==> src/rtl/core/assert_macros.svh <==
// Assertion macros shared by the drive command ramp queue RTL.
// Define ASSERT_OFF to compile every assertion away.
`ifndef ASSERT_MACROS_SVH
`define ASSERT_MACROS_SVH
`ifndef ASSERT_OFF
`define DRCQ_ASSERT(label, clk, rst, prop, msg) \
   label: assert property (@(posedge clk) disable iff (rst) prop) else $error(msg);
`define DRCQ_ASSERT_NEXT(label, clk, rst, cond, prop, msg) \
   label: assert property (@(posedge clk) disable iff (rst) cond |=> prop) else $error(msg);
`else
`define DRCQ_ASSERT(label, clk, rst, prop, msg)
`define DRCQ_ASSERT_NEXT(label, clk, rst, cond, prop, msg)
`endif
`endif

==> src/rtl/core/drcq_pkg.sv <==
package drcq_pkg;

   localparam int BYTE_W      = 8;
   localparam int DUTY_W      = 7;
   localparam int PWM_W       = 8;
   localparam int TICK_W      = 16;
   localparam int CSR_INDEX_W = 2;
   localparam int CSR_DATA_W  = 16;

   localparam logic [DUTY_W-1:0] DUTY_MAX          = 7'd100;
   localparam logic [DUTY_W-1:0] START_DUTY_RESET  = 7'd60;
   localparam logic [DUTY_W-1:0] DUTY_STEP_RESET   = 7'd10;
   localparam logic [TICK_W-1:0] PERIOD_RESET      = 16'd31250;
   localparam logic [PWM_W-1:0]  PWM_FULL          = 8'd255;

   // duty*255/100 is computed as duty*PWM_RECIP >> PWM_SHIFT, exact for 7-bit duty.
   localparam int                PWM_SHIFT = 19;
   localparam logic [20:0]       PWM_RECIP = 21'd1336965;

   localparam logic [BYTE_W-1:0] CHAR_F = 8'h46;
   localparam logic [BYTE_W-1:0] CHAR_B = 8'h42;
   localparam logic [BYTE_W-1:0] CHAR_L = 8'h4C;
   localparam logic [BYTE_W-1:0] CHAR_R = 8'h52;

   localparam logic [CSR_INDEX_W-1:0] CSR_START_DUTY   = 2'd0;
   localparam logic [CSR_INDEX_W-1:0] CSR_DUTY_STEP    = 2'd1;
   localparam logic [CSR_INDEX_W-1:0] CSR_PERIOD_TICKS = 2'd2;

   typedef enum logic [2:0] {
      DIR_NONE = 3'd0,
      DIR_F    = 3'd1,
      DIR_B    = 3'd2,
      DIR_L    = 3'd3,
      DIR_R    = 3'd4
   } dir_type;

   typedef struct packed {
      logic [PWM_W-1:0] left_pwm;
      logic             left_reverse;
      logic [PWM_W-1:0] right_pwm;
      logic             right_reverse;
   } drive_type;

   typedef struct packed {
      logic              clear;
      logic              push;
      logic              pop;
      logic [DUTY_W-1:0] push_duty;
   } queue_req_type;

   typedef struct packed {
      logic              empty;
      logic              full;
      logic [DUTY_W-1:0] head_duty;
   } queue_stat_type;

   function automatic dir_type code_of(logic [BYTE_W-1:0] b);
      dir_type c;
      case (b)
         CHAR_F:  c = DIR_F;
         CHAR_B:  c = DIR_B;
         CHAR_L:  c = DIR_L;
         CHAR_R:  c = DIR_R;
         default: c = DIR_NONE;
      endcase
      return c;
   endfunction

   function automatic logic [PWM_W-1:0] pwm_of(logic [DUTY_W-1:0] duty);
      logic [27:0] prod;
      logic [8:0]  quo;
      prod = 28'(duty) * 28'(PWM_RECIP);
      quo  = prod[27:PWM_SHIFT];
      return (quo > 9'(PWM_FULL)) ? PWM_FULL : quo[PWM_W-1:0];
   endfunction

endpackage

==> src/rtl/core/drcq_req_if.sv <==
interface drcq_req_if;
   logic                       valid;
   logic                       ready;
   logic                       opcode;
   logic [drcq_pkg::BYTE_W-1:0] byte_value;

   modport source (output valid, output opcode, output byte_value, input ready);
   modport sink   (input valid, input opcode, input byte_value, output ready);
endinterface

==> src/rtl/core/drcq_rsp_if.sv <==
interface drcq_rsp_if;
   logic                       valid;
   logic                       ready;
   logic [drcq_pkg::PWM_W-1:0] left_pwm;
   logic                       left_reverse;
   logic [drcq_pkg::PWM_W-1:0] right_pwm;
   logic                       right_reverse;
   logic                       timer_running;

   modport source (output valid, output left_pwm, output left_reverse, output right_pwm,
                   output right_reverse, output timer_running, input ready);
   modport sink   (input valid, input left_pwm, input left_reverse, input right_pwm,
                   input right_reverse, input timer_running, output ready);
endinterface

==> src/rtl/core/drcq_csr_if.sv <==
interface drcq_csr_if;
   logic                             valid;
   logic                             ready;
   logic [drcq_pkg::CSR_INDEX_W-1:0] index;
   logic [drcq_pkg::CSR_DATA_W-1:0]  data;

   modport source (output valid, output index, output data, input ready);
   modport sink   (input valid, input index, input data, output ready);
endinterface

==> src/rtl/core/drcq_queue.sv <==
`include "assert_macros.svh"

module drcq_queue #(
   parameter int QUEUE_DEPTH = 5
) (
   input  logic                     clock,
   input  logic                     reset,
   input  drcq_pkg::queue_req_type  queue_req,
   output drcq_pkg::queue_stat_type queue_stat
);
   import drcq_pkg::*;

   localparam int IDX_W = (QUEUE_DEPTH > 1) ? $clog2(QUEUE_DEPTH) : 1;
   localparam int CNT_W = $clog2(QUEUE_DEPTH + 1);
   localparam int SUM_W = CNT_W + 1;

   logic [DUTY_W-1:0] mem [QUEUE_DEPTH];
   logic [IDX_W-1:0]  head_ff, head_in;
   logic [CNT_W-1:0]  count_ff, count_in;
   logic [DUTY_W-1:0] head_duty_ff;

   logic              full;
   logic              we;
   logic [IDX_W-1:0]  waddr;
   logic [IDX_W-1:0]  head_inc;
   logic [SUM_W-1:0]  tail_sum;
   logic [IDX_W-1:0]  tail;

   always_comb begin
      full     = (count_ff == CNT_W'(QUEUE_DEPTH));
      tail_sum = SUM_W'(head_ff) + SUM_W'(count_ff);
      if (tail_sum >= SUM_W'(QUEUE_DEPTH)) begin
         tail = IDX_W'(tail_sum - SUM_W'(QUEUE_DEPTH));
      end else begin
         tail = IDX_W'(tail_sum);
      end
      if (head_ff == IDX_W'(QUEUE_DEPTH - 1)) begin
         head_inc = '0;
      end else begin
         head_inc = head_ff + IDX_W'(1);
      end

      if (queue_req.clear) begin
         // A new ramp empties the ring and loads the start duty at slot zero.
         we       = 1'b1;
         waddr    = '0;
         head_in  = '0;
         count_in = CNT_W'(1);
      end else begin
         we       = queue_req.push && !full;
         waddr    = tail;
         head_in  = queue_req.pop ? head_inc : head_ff;
         count_in = count_ff + CNT_W'(we) - CNT_W'(queue_req.pop);
      end

      queue_stat.empty     = (count_ff == '0);
      queue_stat.full      = full;
      queue_stat.head_duty = head_duty_ff;
   end

   // The entry at the next head is read ahead so that a dequeue never waits on a memory read.
   always_ff @(posedge clock) begin
      if (we) begin
         mem[waddr] <= queue_req.push_duty;
      end
      if (we && (waddr == head_in)) begin
         head_duty_ff <= queue_req.push_duty;
      end else begin
         head_duty_ff <= mem[head_in];
      end
   end

   always_ff @(posedge clock) begin
      if (reset) begin
         head_ff  <= '0;
         count_ff <= '0;
      end else begin
         head_ff  <= head_in;
         count_ff <= count_in;
      end
   end

   `DRCQ_ASSERT(a_count_bound, clock, reset, (count_ff <= CNT_W'(QUEUE_DEPTH)), "queue overfilled")
   `DRCQ_ASSERT(a_head_bound, clock, reset, (32'(head_ff) < QUEUE_DEPTH), "head out of range")
   `DRCQ_ASSERT_NEXT(a_clear_load, clock, reset, queue_req.clear, (count_ff == CNT_W'(1) && head_ff == '0), "clear did not leave one entry")

endmodule

==> src/rtl/core/drcq_ctrl.sv <==
`include "assert_macros.svh"

module drcq_ctrl (
   input  logic                              clock,
   input  logic                              reset,
   input  logic                              accept,
   input  logic                              opcode,
   input  logic [drcq_pkg::BYTE_W-1:0]       byte_value,
   input  logic [drcq_pkg::DUTY_W-1:0]       start_duty,
   input  logic [drcq_pkg::DUTY_W-1:0]       duty_step,
   input  logic [drcq_pkg::TICK_W-1:0]       period_ticks,
   input  drcq_pkg::queue_stat_type          queue_stat,
   output drcq_pkg::queue_req_type           queue_req,
   output drcq_pkg::drive_type               drive,
   output logic                              timer_on
);
   import drcq_pkg::*;

   logic [DUTY_W-1:0] ramp_ff, ramp_in;
   dir_type           active_ff, active_in;
   dir_type           prev_ff, prev_in;
   logic              first_ff, first_in;
   logic              timer_ff, timer_in;
   logic [TICK_W-1:0] tick_ff, tick_in;
   drive_type         drive_ff, drive_in;

   dir_type           cmd;
   logic              is_cmd, is_new, is_repeat, is_tick;
   logic              expire, advance, push_ok, avail;
   logic [DUTY_W:0]   duty_sum;
   logic [DUTY_W-1:0] ramp_next, deq_duty;
   logic [PWM_W-1:0]  deq_pwm;

   always_comb begin
      cmd       = code_of(byte_value);
      is_cmd    = accept && !opcode && (cmd != DIR_NONE);
      is_new    = is_cmd && (cmd != prev_ff);
      is_repeat = is_cmd && (cmd == prev_ff);
      is_tick   = accept && opcode && timer_ff;
      expire    = (tick_ff >= period_ticks);

      duty_sum = {1'b0, ramp_ff} + {1'b0, duty_step};
      if (ramp_ff < DUTY_MAX) begin
         ramp_next = (duty_sum > {1'b0, DUTY_MAX}) ? DUTY_MAX : duty_sum[DUTY_W-1:0];
      end else begin
         ramp_next = ramp_ff;
      end

      // When the ring is empty, a repeat's own push is what the dequeue sees.
      push_ok  = is_repeat && !queue_stat.full;
      avail    = !queue_stat.empty || push_ok;
      deq_duty = queue_stat.empty ? ramp_next : queue_stat.head_duty;
      deq_pwm  = pwm_of(deq_duty);
      advance  = (is_repeat && first_ff) || (is_tick && expire);

      queue_req.clear     = is_new;
      queue_req.push      = is_repeat;
      queue_req.pop       = advance && avail;
      queue_req.push_duty = is_new ? start_duty : ramp_next;

      ramp_in   = ramp_ff;
      active_in = active_ff;
      prev_in   = prev_ff;
      first_in  = first_ff;
      timer_in  = timer_ff;
      tick_in   = tick_ff;
      drive_in  = drive_ff;

      if (is_new) begin
         ramp_in   = start_duty;
         active_in = cmd;
         prev_in   = cmd;
         first_in  = 1'b1;
         tick_in   = '0;
         timer_in  = 1'b1;
      end
      if (is_repeat) begin
         ramp_in = ramp_next;
         if (first_ff) begin
            first_in = 1'b0;
         end
      end
      if (is_tick) begin
         tick_in = expire ? '0 : tick_ff + TICK_W'(1);
      end
      if (advance) begin
         if (!avail) begin
            timer_in = 1'b0;
            drive_in = '0;
            // A repeated command keeps itself as the previous command.
            if (is_tick) begin
               prev_in = DIR_NONE;
            end
         end else begin
            case (active_ff)
               DIR_F: begin
                  drive_in = '{left_pwm: deq_pwm, left_reverse: 1'b0,
                               right_pwm: deq_pwm, right_reverse: 1'b0};
               end
               DIR_B: begin
                  drive_in = '{left_pwm: '0, left_reverse: 1'b1,
                               right_pwm: '0, right_reverse: 1'b1};
               end
               DIR_L: begin
                  drive_in = '{left_pwm: '0, left_reverse: 1'b0,
                               right_pwm: PWM_FULL, right_reverse: 1'b0};
               end
               DIR_R: begin
                  drive_in = '{left_pwm: PWM_FULL, left_reverse: 1'b0,
                               right_pwm: '0, right_reverse: 1'b0};
               end
               default: begin
                  drive_in = drive_ff;
               end
            endcase
         end
      end
   end

   always_ff @(posedge clock) begin
      if (reset) begin
         ramp_ff   <= START_DUTY_RESET;
         active_ff <= DIR_NONE;
         prev_ff   <= DIR_NONE;
         first_ff  <= 1'b0;
         timer_ff  <= 1'b0;
         tick_ff   <= '0;
         drive_ff  <= '0;
      end else begin
         ramp_ff   <= ramp_in;
         active_ff <= active_in;
         prev_ff   <= prev_in;
         first_ff  <= first_in;
         timer_ff  <= timer_in;
         tick_ff   <= tick_in;
         drive_ff  <= drive_in;
      end
   end

   assign drive    = drive_ff;
   assign timer_on = timer_ff;

   `DRCQ_ASSERT(a_reverse_pair, clock, reset, (drive_ff.left_reverse == drive_ff.right_reverse), "reverse bits differ")
   `DRCQ_ASSERT(a_reverse_no_pwm, clock, reset, (!drive_ff.left_reverse || (drive_ff.left_pwm == '0 && drive_ff.right_pwm == '0)), "reverse with forward PWM")
   `DRCQ_ASSERT_NEXT(a_new_starts, clock, reset, is_new, (timer_ff && first_ff), "new command did not start the timer")

endmodule

==> src/rtl/core/drive_command_ramp_queue_unit.sv <==
// Drive command ramp queue.
// req_chan carries one item per handshake: opcode 0 with a received byte (F, B, L or R
// act, any other byte is ignored), or opcode 1 for one prescaled timer tick.
// rsp_chan returns exactly one item for every accepted request, holding the drive levels
// after that request: left and right PWM (for F: duty*255/100, saturated), the reverse pins and
// whether the step timer runs. csr_chan writes start_duty (index 0), duty_step (index 1)
// and period_ticks (index 2); other indexes are accepted and dropped. csr writes are
// always taken and are meant to happen while the block is idle.
// A request is processed in the cycle it is accepted: the ramp, queue and timer state
// update in one pass and the result appears on rsp_chan in the next cycle. One item is
// accepted every cycle while rsp_chan takes results; the rate is set by the one-pass
// state update and the one write and one look-ahead read port of the duty ring.
// When rsp_chan stalls, the pending result is held and req_chan.ready stays high only
// if that result leaves in the same cycle, so no result is ever dropped or repeated.
// Reset (synchronous, active high) restores the register defaults 60, 10 and 31250,
// empties the ring, stops the timer and clears the drive; no clearing pass is needed.
module drive_command_ramp_queue_unit #(
   parameter int QUEUE_DEPTH = 5
) (
   input logic        clock,
   input logic        reset,
   drcq_req_if.sink   req_chan,
   drcq_rsp_if.source rsp_chan,
   drcq_csr_if.sink   csr_chan
);
   import drcq_pkg::*;

   logic [DUTY_W-1:0] start_duty_ff;
   logic [DUTY_W-1:0] duty_step_ff;
   logic [TICK_W-1:0] period_ticks_ff;
   logic              rsp_valid_ff;

   logic              accept;
   queue_req_type     queue_req;
   queue_stat_type    queue_stat;
   drive_type         drive;
   logic              timer_on;

   // A new item may enter whenever the result slot is empty or being emptied.
   assign req_chan.ready = !rsp_valid_ff || rsp_chan.ready;
   assign accept         = req_chan.valid && req_chan.ready;
   assign csr_chan.ready = 1'b1;

   always_ff @(posedge clock) begin
      if (reset) begin
         start_duty_ff   <= START_DUTY_RESET;
         duty_step_ff    <= DUTY_STEP_RESET;
         period_ticks_ff <= PERIOD_RESET;
      end else if (csr_chan.valid) begin
         unique case (csr_chan.index)
            CSR_START_DUTY:   start_duty_ff   <= csr_chan.data[DUTY_W-1:0];
            CSR_DUTY_STEP:    duty_step_ff    <= csr_chan.data[DUTY_W-1:0];
            CSR_PERIOD_TICKS: period_ticks_ff <= csr_chan.data[TICK_W-1:0];
            default: begin
            end
         endcase
      end
   end

   // The drive registers only change on an accepted item, so they double as the
   // result payload while the result waits.
   always_ff @(posedge clock) begin
      if (reset) begin
         rsp_valid_ff <= 1'b0;
      end else if (accept) begin
         rsp_valid_ff <= 1'b1;
      end else if (rsp_chan.ready) begin
         rsp_valid_ff <= 1'b0;
      end
   end

   drcq_ctrl u_ctrl (
      .clock        (clock),
      .reset        (reset),
      .accept       (accept),
      .opcode       (req_chan.opcode),
      .byte_value   (req_chan.byte_value),
      .start_duty   (start_duty_ff),
      .duty_step    (duty_step_ff),
      .period_ticks (period_ticks_ff),
      .queue_stat   (queue_stat),
      .queue_req    (queue_req),
      .drive        (drive),
      .timer_on     (timer_on)
   );

   drcq_queue #(
      .QUEUE_DEPTH (QUEUE_DEPTH)
   ) u_queue (
      .clock      (clock),
      .reset      (reset),
      .queue_req  (queue_req),
      .queue_stat (queue_stat)
   );

   assign rsp_chan.valid         = rsp_valid_ff;
   assign rsp_chan.left_pwm      = drive.left_pwm;
   assign rsp_chan.left_reverse  = drive.left_reverse;
   assign rsp_chan.right_pwm     = drive.right_pwm;
   assign rsp_chan.right_reverse = drive.right_reverse;
   assign rsp_chan.timer_running = timer_on;

endmodule
==> src/flat_wrapper.sv <==
// flat-port wrapper written by rule: the top's interface ports become plain ports
module drive_command_ramp_queue_unit_flat import drcq_pkg::*;
#(
   parameter int QUEUE_DEPTH = 5
)
  (clock, reset, req_chan_valid, req_chan_opcode, req_chan_byte_value, req_chan_ready, rsp_chan_valid, rsp_chan_left_pwm, rsp_chan_left_reverse, rsp_chan_right_pwm, rsp_chan_right_reverse, rsp_chan_timer_running, rsp_chan_ready, csr_chan_valid, csr_chan_index, csr_chan_data, csr_chan_ready);
  drcq_req_if req_chan_i ();
  drcq_rsp_if rsp_chan_i ();
  drcq_csr_if csr_chan_i ();
  input logic clock;
  input logic reset;
  input wire logic [$bits(req_chan_i.valid)-1:0] req_chan_valid;
  input wire logic [$bits(req_chan_i.opcode)-1:0] req_chan_opcode;
  input wire logic [$bits(req_chan_i.byte_value)-1:0] req_chan_byte_value;
  output wire logic [$bits(req_chan_i.ready)-1:0] req_chan_ready;
  output wire logic [$bits(rsp_chan_i.valid)-1:0] rsp_chan_valid;
  output wire logic [$bits(rsp_chan_i.left_pwm)-1:0] rsp_chan_left_pwm;
  output wire logic [$bits(rsp_chan_i.left_reverse)-1:0] rsp_chan_left_reverse;
  output wire logic [$bits(rsp_chan_i.right_pwm)-1:0] rsp_chan_right_pwm;
  output wire logic [$bits(rsp_chan_i.right_reverse)-1:0] rsp_chan_right_reverse;
  output wire logic [$bits(rsp_chan_i.timer_running)-1:0] rsp_chan_timer_running;
  input wire logic [$bits(rsp_chan_i.ready)-1:0] rsp_chan_ready;
  input wire logic [$bits(csr_chan_i.valid)-1:0] csr_chan_valid;
  input wire logic [$bits(csr_chan_i.index)-1:0] csr_chan_index;
  input wire logic [$bits(csr_chan_i.data)-1:0] csr_chan_data;
  output wire logic [$bits(csr_chan_i.ready)-1:0] csr_chan_ready;
  assign req_chan_i.valid = req_chan_valid;
  assign req_chan_i.opcode = req_chan_opcode;
  assign req_chan_i.byte_value = req_chan_byte_value;
  assign req_chan_ready = req_chan_i.ready;
  assign rsp_chan_valid = rsp_chan_i.valid;
  assign rsp_chan_left_pwm = rsp_chan_i.left_pwm;
  assign rsp_chan_left_reverse = rsp_chan_i.left_reverse;
  assign rsp_chan_right_pwm = rsp_chan_i.right_pwm;
  assign rsp_chan_right_reverse = rsp_chan_i.right_reverse;
  assign rsp_chan_timer_running = rsp_chan_i.timer_running;
  assign rsp_chan_i.ready = rsp_chan_ready;
  assign csr_chan_i.valid = csr_chan_valid;
  assign csr_chan_i.index = csr_chan_index;
  assign csr_chan_i.data = csr_chan_data;
  assign csr_chan_ready = csr_chan_i.ready;
  drive_command_ramp_queue_unit #(.QUEUE_DEPTH(QUEUE_DEPTH)) u_core (.clock(clock), .reset(reset), .req_chan(req_chan_i), .rsp_chan(rsp_chan_i), .csr_chan(csr_chan_i));
endmodule
==> config.mk <==
export PLATFORM = sky130hd
export DESIGN_NAME = drive_command_ramp_queue_unit_flat
export DESIGN_NICKNAME = d
export VERILOG_FILES = /design/src/rtl/core/drcq_pkg.sv /design/src/rtl/core/drcq_req_if.sv /design/src/rtl/core/drcq_rsp_if.sv /design/src/rtl/core/drcq_csr_if.sv /design/src/rtl/core/drcq_queue.sv /design/src/rtl/core/drcq_ctrl.sv /design/src/rtl/core/drive_command_ramp_queue_unit.sv /design/src/flat_wrapper.sv
export VERILOG_INCLUDE_DIRS = /design/src /design/src/rtl/core
export SDC_FILE = /design/constraint.sdc
export NUM_CORES = 1
export LEC_CHECK = 0
export ABC_AREA = 1
export BUFFER_PORTS_ARGS = -buffer_cell sky130_fd_sc_hd__buf_2
export CAP_MARGIN = 20
export CORE_UTILIZATION = 60
export CTS_CLUSTER_DIAMETER = 150
export DETAILED_ROUTE_END_ITERATION = 12
export PLACE_DENSITY = 0.79
export SYNTH_ARGS = -nofsm -noshare
export SYNTH_HDL_FRONTEND = slang
export SYNTH_SLANG_ARGS = --single-unit
==> constraint.sdc <==
create_clock -name clock -period 16.5 [get_ports clock]
set_input_delay 3.3 -clock clock [delete_from_list [all_inputs] [get_ports clock]]
set_output_delay 3.3 -clock clock [all_outputs]
set_load 0.005 [all_outputs]
==> flow_summary.ini, run 1 <==
[clock_tree]
numCtsBuffers = 17
cts_tree = built
cts_root_buf = clkbuf_16
worstSkewPairLatency_ps = 420
cts_resized = 0
cts.clk_slew.worst_paths_ps = 60
cts.htree.levels = 4
numClockSinks = 123
clockBufferDepth = 2
cts_hold_buf = 0
cts_setup_buffers = 0

[sta]
maxSlewHeadroom_pct = 31.05
hold_viol = 0
finalSetupViolCount = 0
fin_setup_tns_ps = 0
finClkSkew_ps = 7.186
max_freq_mhz = 143.7
period_share_pct = 42.19
period_minus_slack_ps = 6961
drv_slew = 0
rsz0062_at_grt = no
tightest_slew_ps = 1029

[synth]
syn_avg_cell_area_um2 = 7.778
syn_area_um2 = 8314
synth.largest_area_cell = dfxtp_1
synth_top_family_by_area = simple AND/OR/NAND/NOR gates
synth_fa_ha_area_share_pct = 17.55
ys_async_sr_fraction_pct = 0
synth_nets = 1208
synth_top_area_share_pct = 21.19
synthCells = 1069
synth-xor-area-share_pct = 1.580
synth_cell_type_count = 53
synthTopCellsByCount = nand2_1, inv_1, a21oi_1
synth.mux.area_fraction_pct = 0
synth_flop_cell = dfxtp_1
ys_warn_count = 0
synthTopCellsByArea = dfxtp_1, ha_1, edfxtp_1
synth-simple-area-share_pct = 23.37
ys_seq_area_share_pct = 33.83
synth_edf_count = 35
yosysMostFrequentCell = nand2_1
ys_ff_latch = 123
synth_compound_area_share_pct = 15.44

[floorplanning]
dieArea_um2 = 14330
placementRows = 42
io_pins = 54
die_w_um = 119.7
die_h_um = 119.7
initial_core_util_pct = 62.04
core_area_um2 = 13400

[global_route]
overflow = 0
grt_pass1_vias = 6867
grt_max_degree = 46
grt_pass1_wl_mm = 32.83
grt_use_total_pct = 29.02
antenna_found_initial = 0

[finish]
final_layout_size_suffix_gt1_share_pct = 10.95
antenna_cells = 0
final_nets = 1259
area_delta_synth_final_pct = 11.47
utilization_pct = 69.16

[routing]
antenna_left = 0
firstDrtPassIters = 5
drc = 0
vias_per_cell = 5.529
num_vias = 7232
initialDrtViolationCount = 494
wire_per_inst_um = 15.00
wirelength_mm = 19.62

[min_path]
hold_path.class = reg -> reg
hp-start = u_core.period_ticks_ff[3]

[setup_path]
arrival_ps = 3660
crit_path_end_kind = primary output
r2r_start = u_core.u_ctrl.ramp_ff[0]
critPathLaunch = rsp_chan_ready
required_ps = 13200
cp_max_fo = 3
start_kind = primary input
critPathKind = in -> out

[placed_design]
gp_congestion = 0.9446
place_hpwl_mm = 15.24
io_buffers = 52

[run]
max_cap_viol_count = 0

[run_status]
status = completed

[power_and_ir_drop]
leakagePower_nw = 4.352
p_per_area_nw_per_um2 = 128.3
irDropWorstVdd_mv = 0.07628
[per-stage QoR]
step	hold WS (ps)	total power, mW	std cells	instance area, um^2	setup slack [ps]
final	460.7	1.189	1308	9268	9539
after global routing	476.6	1.278	1308	9268	9315
after CTS	463.7	1.189	1308	9268	9550
after detailed placement	456.3	0.8363	1277	8711	9551
after global placement	450.1	0.8290	1277	8711	9574
after floorplan	433.2	0.7067	1069	8314	9797
[sequential cells by signal (all words and copies together), names as in the netlist, 7 cells and up, named ones only]
name / count
u_core.u_ctrl.ramp_ff: 7
u_core.u_queue.mem: 35
u_core.period_ticks_ff: 16
u_core.u_ctrl.tick_ff: 16
u_core.u_ctrl.drive: 17
u_core.start_duty_ff: 7
u_core.duty_step_ff: 7
[cells by family after synthesis]
kind of cell / Yosys count
buf+inv: 177
flops: 123
other cells: 1
compound gates: 221
simple gates: 425
fa+ha+maj: 107
xor+xnor: 15
[critical path: stages]
cell     delay (ps)
buf_2           100
inv_1            40
nand2_1          80
buf_2           140
[layer usage]
layer  global-route usage, %  part of all wire [%]  up-vias
met5                       0                     0        -
met4                   9.453                   1.3        0
met3                   4.373                   4.2       20
met2                   49.57                    49      169
met1                   37.56                    46     3346
li1                        -                     -     3697
[worst paths after layout]
kind | endpoint | slack [ps] | depth (start not counted)
max | req_chan_ready | 9540 | 4
min | u_core.period_ticks_ff[3] | 460 | 2
max reg2reg | u_core.u_ctrl.drive[5] | 9960 | 34
min reg2reg | u_core.period_ticks_ff[3] | 460 | 2
[cell type report]
type | count | area [um^2]
tap | 176 | 220.2
clock buffer | 18 | 429.2
multi-input combinational | 769 | 4821
clock inverter | 13 | 127.6
fill | 1144 | 4133
inverter | 155 | 581.8
timing repair buffer | 54 | 275.3
sequential | 123 | 2813
[placed cells by master (no fill, tap or decap), types with 3 or more instances in the layout]
cell type,instances
a21oi_1,94
a221oi_1,3
a31oi_1,11
buf_2,52
clkbuf_16,17
clkinv_1,4
clkinv_2,3
dfxtp_1,88
edfxtp_1,35
fa_1,16
ha_1,91
inv_1,150
inv_2,4
nand2_1,219
nand2_2,7
nand2_4,3
nand3_1,43
nand3_2,5
nand3b_1,7
nand4_1,9
nor2_1,92
nor3_1,15
nor3_4,3
nor4_1,4
o211ai_1,21
o21ai_0,64
o21bai_1,3
o221ai_1,4
o22ai_1,5
or2_2,8
xnor2_1,5
xor2_1,10
[power by group]
part / internal, mW / switching, mW
sequential: 0.318 / 0.00147
clock: 0.219 / 0.131
combinational: 0.181 / 0.338
total: 0.718 / 0.471
Note: power is estimated with default switching activity, not from simulation.
==> run 2, diff against run 1 <==
--- a/config.mk
+++ b/config.mk
@@ -9,10 +9,10 @@
 export ABC_AREA = 1
 export BUFFER_PORTS_ARGS = -buffer_cell sky130_fd_sc_hd__buf_2
 export CAP_MARGIN = 20
-export CORE_UTILIZATION = 60
+export CORE_UTILIZATION = 56
 export CTS_CLUSTER_DIAMETER = 150
 export DETAILED_ROUTE_END_ITERATION = 12
-export PLACE_DENSITY = 0.79
+export PLACE_DENSITY = 0.77
 export SYNTH_ARGS = -nofsm -noshare
 export SYNTH_HDL_FRONTEND = slang
 export SYNTH_SLANG_ARGS = --single-unit
==> constraint.sdc (replaced) <==
create_clock -name clock -period 6.4 [get_ports clock]
set_input_delay 1.28 -clock clock [delete_from_list [all_inputs] [get_ports clock]]
set_output_delay 1.28 -clock clock [all_outputs]
set_load 0.005 [all_outputs]
==> flow_summary.ini, run 2 (synthesis results as in run 1) <==
[run_status]
status = completed

[clock_tree]
cts_hold_buf = 0
cts_root_buf = clkbuf_16
cts.htree.levels = 4
numClockSinks = 123
worstSkewPairLatency_ps = 430
cts_tree = built
clockBufferDepth = 2
numCtsBuffers = 17
cts.clk_slew.worst_paths_ps = 60

[setup_path]
r2r.worst_path.cells = 33
arrival_ps = 6310
r2r_start = u_core.u_ctrl.ramp_ff[0]
cpMostUsedCell = inv_1
crit_slowest_cell = fa_1
cp_num_buf_inv = 7
crit_family = adder cells
reg2reg_setup_slack_ps = 360
r2r_end = u_core.u_ctrl.drive[7]
slowest_delay_ps = 520
crit_path_end_kind = flip-flop
start_kind = flip-flop
critPathKind = reg -> reg
cp_max_fo = 5
required_ps = 6670

[floorplanning]
initial_core_util_pct = 57.21
dieArea_um2 = 15340
die_h_um = 123.8
core_area_um2 = 14530
placementRows = 44
io_pins = 54
die_w_um = 123.8

[min_path]
hp-start = u_core.period_ticks_ff[5]
hold_path.class = reg -> reg
whs_endpoint = u_core.period_ticks_ff[5]
min_path_cells = 2

[finish]
utilization_pct = 64.86
largest_reg_flops = 35
final_layout_size_suffix_gt1_share_pct = 12.72
antenna_cells = 0
fillers = 1220
area_delta_synth_final_pct = 13.38
final_cell_mix = nand2_1, inv_1, a21oi_1
largest_register = u_core.u_queue.mem
final_common_cell = nand2_1
final_nets = 1266

[global_route]
grt_max_degree = 46
overflow = 0
grt_pass1_wl_mm = 32.17
grt_use_total_pct = 27.60
grt_pass1_vias = 6691
antenna_found_initial = 0

[power_and_ir_drop]
irDropWorstVdd_mv = 0.1736
p_per_area_nw_per_um2 = 336.9
leakagePower_nw = 4.414

[sta]
max_freq_mhz = 165.5
drv_slew = 0
maxSlewHeadroom_pct = 28.96
period_minus_slack_ps = 6043
finClkSkew_ps = 12.22
tightest_slew_ps = 1060
period_share_pct = 94.42
hold_viol = 0
finalSetupViolCount = 0
fin_setup_tns_ps = 0
whs_ps = 459.5

[routing]
wire_per_inst_um = 15.12
antenna_left = 0
drc = 0
vias_per_cell = 5.502
firstDrtPassIters = 6
wirelength_mm = 20.02
num_vias = 7285
initialDrtViolationCount = 583

[placed_design]
place_hpwl_mm = 15.32
gp_congestion = 0.9831
io_buffers = 52

[run]
max_cap_viol_count = 0
-- run 2: routing by layer --
metal	vias to the layer above	global-route usage [%]	part of all wire [%]
met1	3346	36.84	46
met2	204	44.58	47
met3	34	5.220	5.4
met5	-	0	0
li1	3701	-	-
met4	0	9.639	2.0
-- run 2: metrics by stage --
| stage | power (mW) | instance area, um^2 | instances | setup slack (ps) |
|---|---|---|---|---|
| 2_1_floorplan | 1.822 | 8314 | 1069 | 817.6 |
| 3_3_place_gp | 2.139 | 8758 | 1290 | 239.3 |
| 3_5_place_dp | 2.150 | 8758 | 1290 | 55.10 |
| 4_1_cts | 3.139 | 9360 | 1322 | 89.80 |
| 5_1_grt | 3.398 | 9427 | 1324 | -47.71 |
| 6_report | 3.176 | 9427 | 1324 | 357.0 |
-- run 2: cell type report --
type,instances,area [um^2],share of cell area (%)
Clock buffer,19,432.9,4.593
Clock inverter,13,168.9,1.792
Inverter,155,581.8,6.172
Multi-Input combinational cell,769,4872,51.69
Sequential cell,123,2813,29.84
Tap cell,184,230.2,2.442
Timing Repair Buffer,61,327.8,3.478
-- run 2: tightest hold or removal path, cell delays in order, from the launching register on --
cell and delay [ps]:
dfxtp_1 300, inv_1 60, a21oi_1 60
-- run 2: power by group --
group          internal (mW)  switching (mW)  total [mW]
Combinational          0.488           0.885        1.37
Clock                  0.615           0.366       0.981
Sequential             0.819         0.00381       0.823
Total                   1.92            1.25        3.18
-- run 2: how the worst max path moves through the flow --
stage	cells past startpoint	startpoint	end	slack (ps)
global placement	32	u_core.u_ctrl.ramp_ff[0]	u_core.u_ctrl.drive[15]	240
floorplan	34	u_core.u_ctrl.ramp_ff[0]	u_core.u_ctrl.drive[2]	820
global route	34	u_core.u_ctrl.ramp_ff[0]	u_core.u_ctrl.drive[15]	-50
CTS	31	u_core.u_ctrl.ramp_ff[0]	u_core.u_ctrl.drive[12]	90
finish	33	u_core.u_ctrl.ramp_ff[0]	u_core.u_ctrl.drive[7]	360
detailed placement	32	u_core.u_ctrl.ramp_ff[0]	u_core.u_ctrl.drive[2]	60
-- run 2: repair_timing --
action                     4_1_cts  5_1_grt
pin swaps                        0        1
setup endpoints to repair        1       16
gates resized for setup          1       13
gates cloned                     0        0
buffers inserted                 0        2
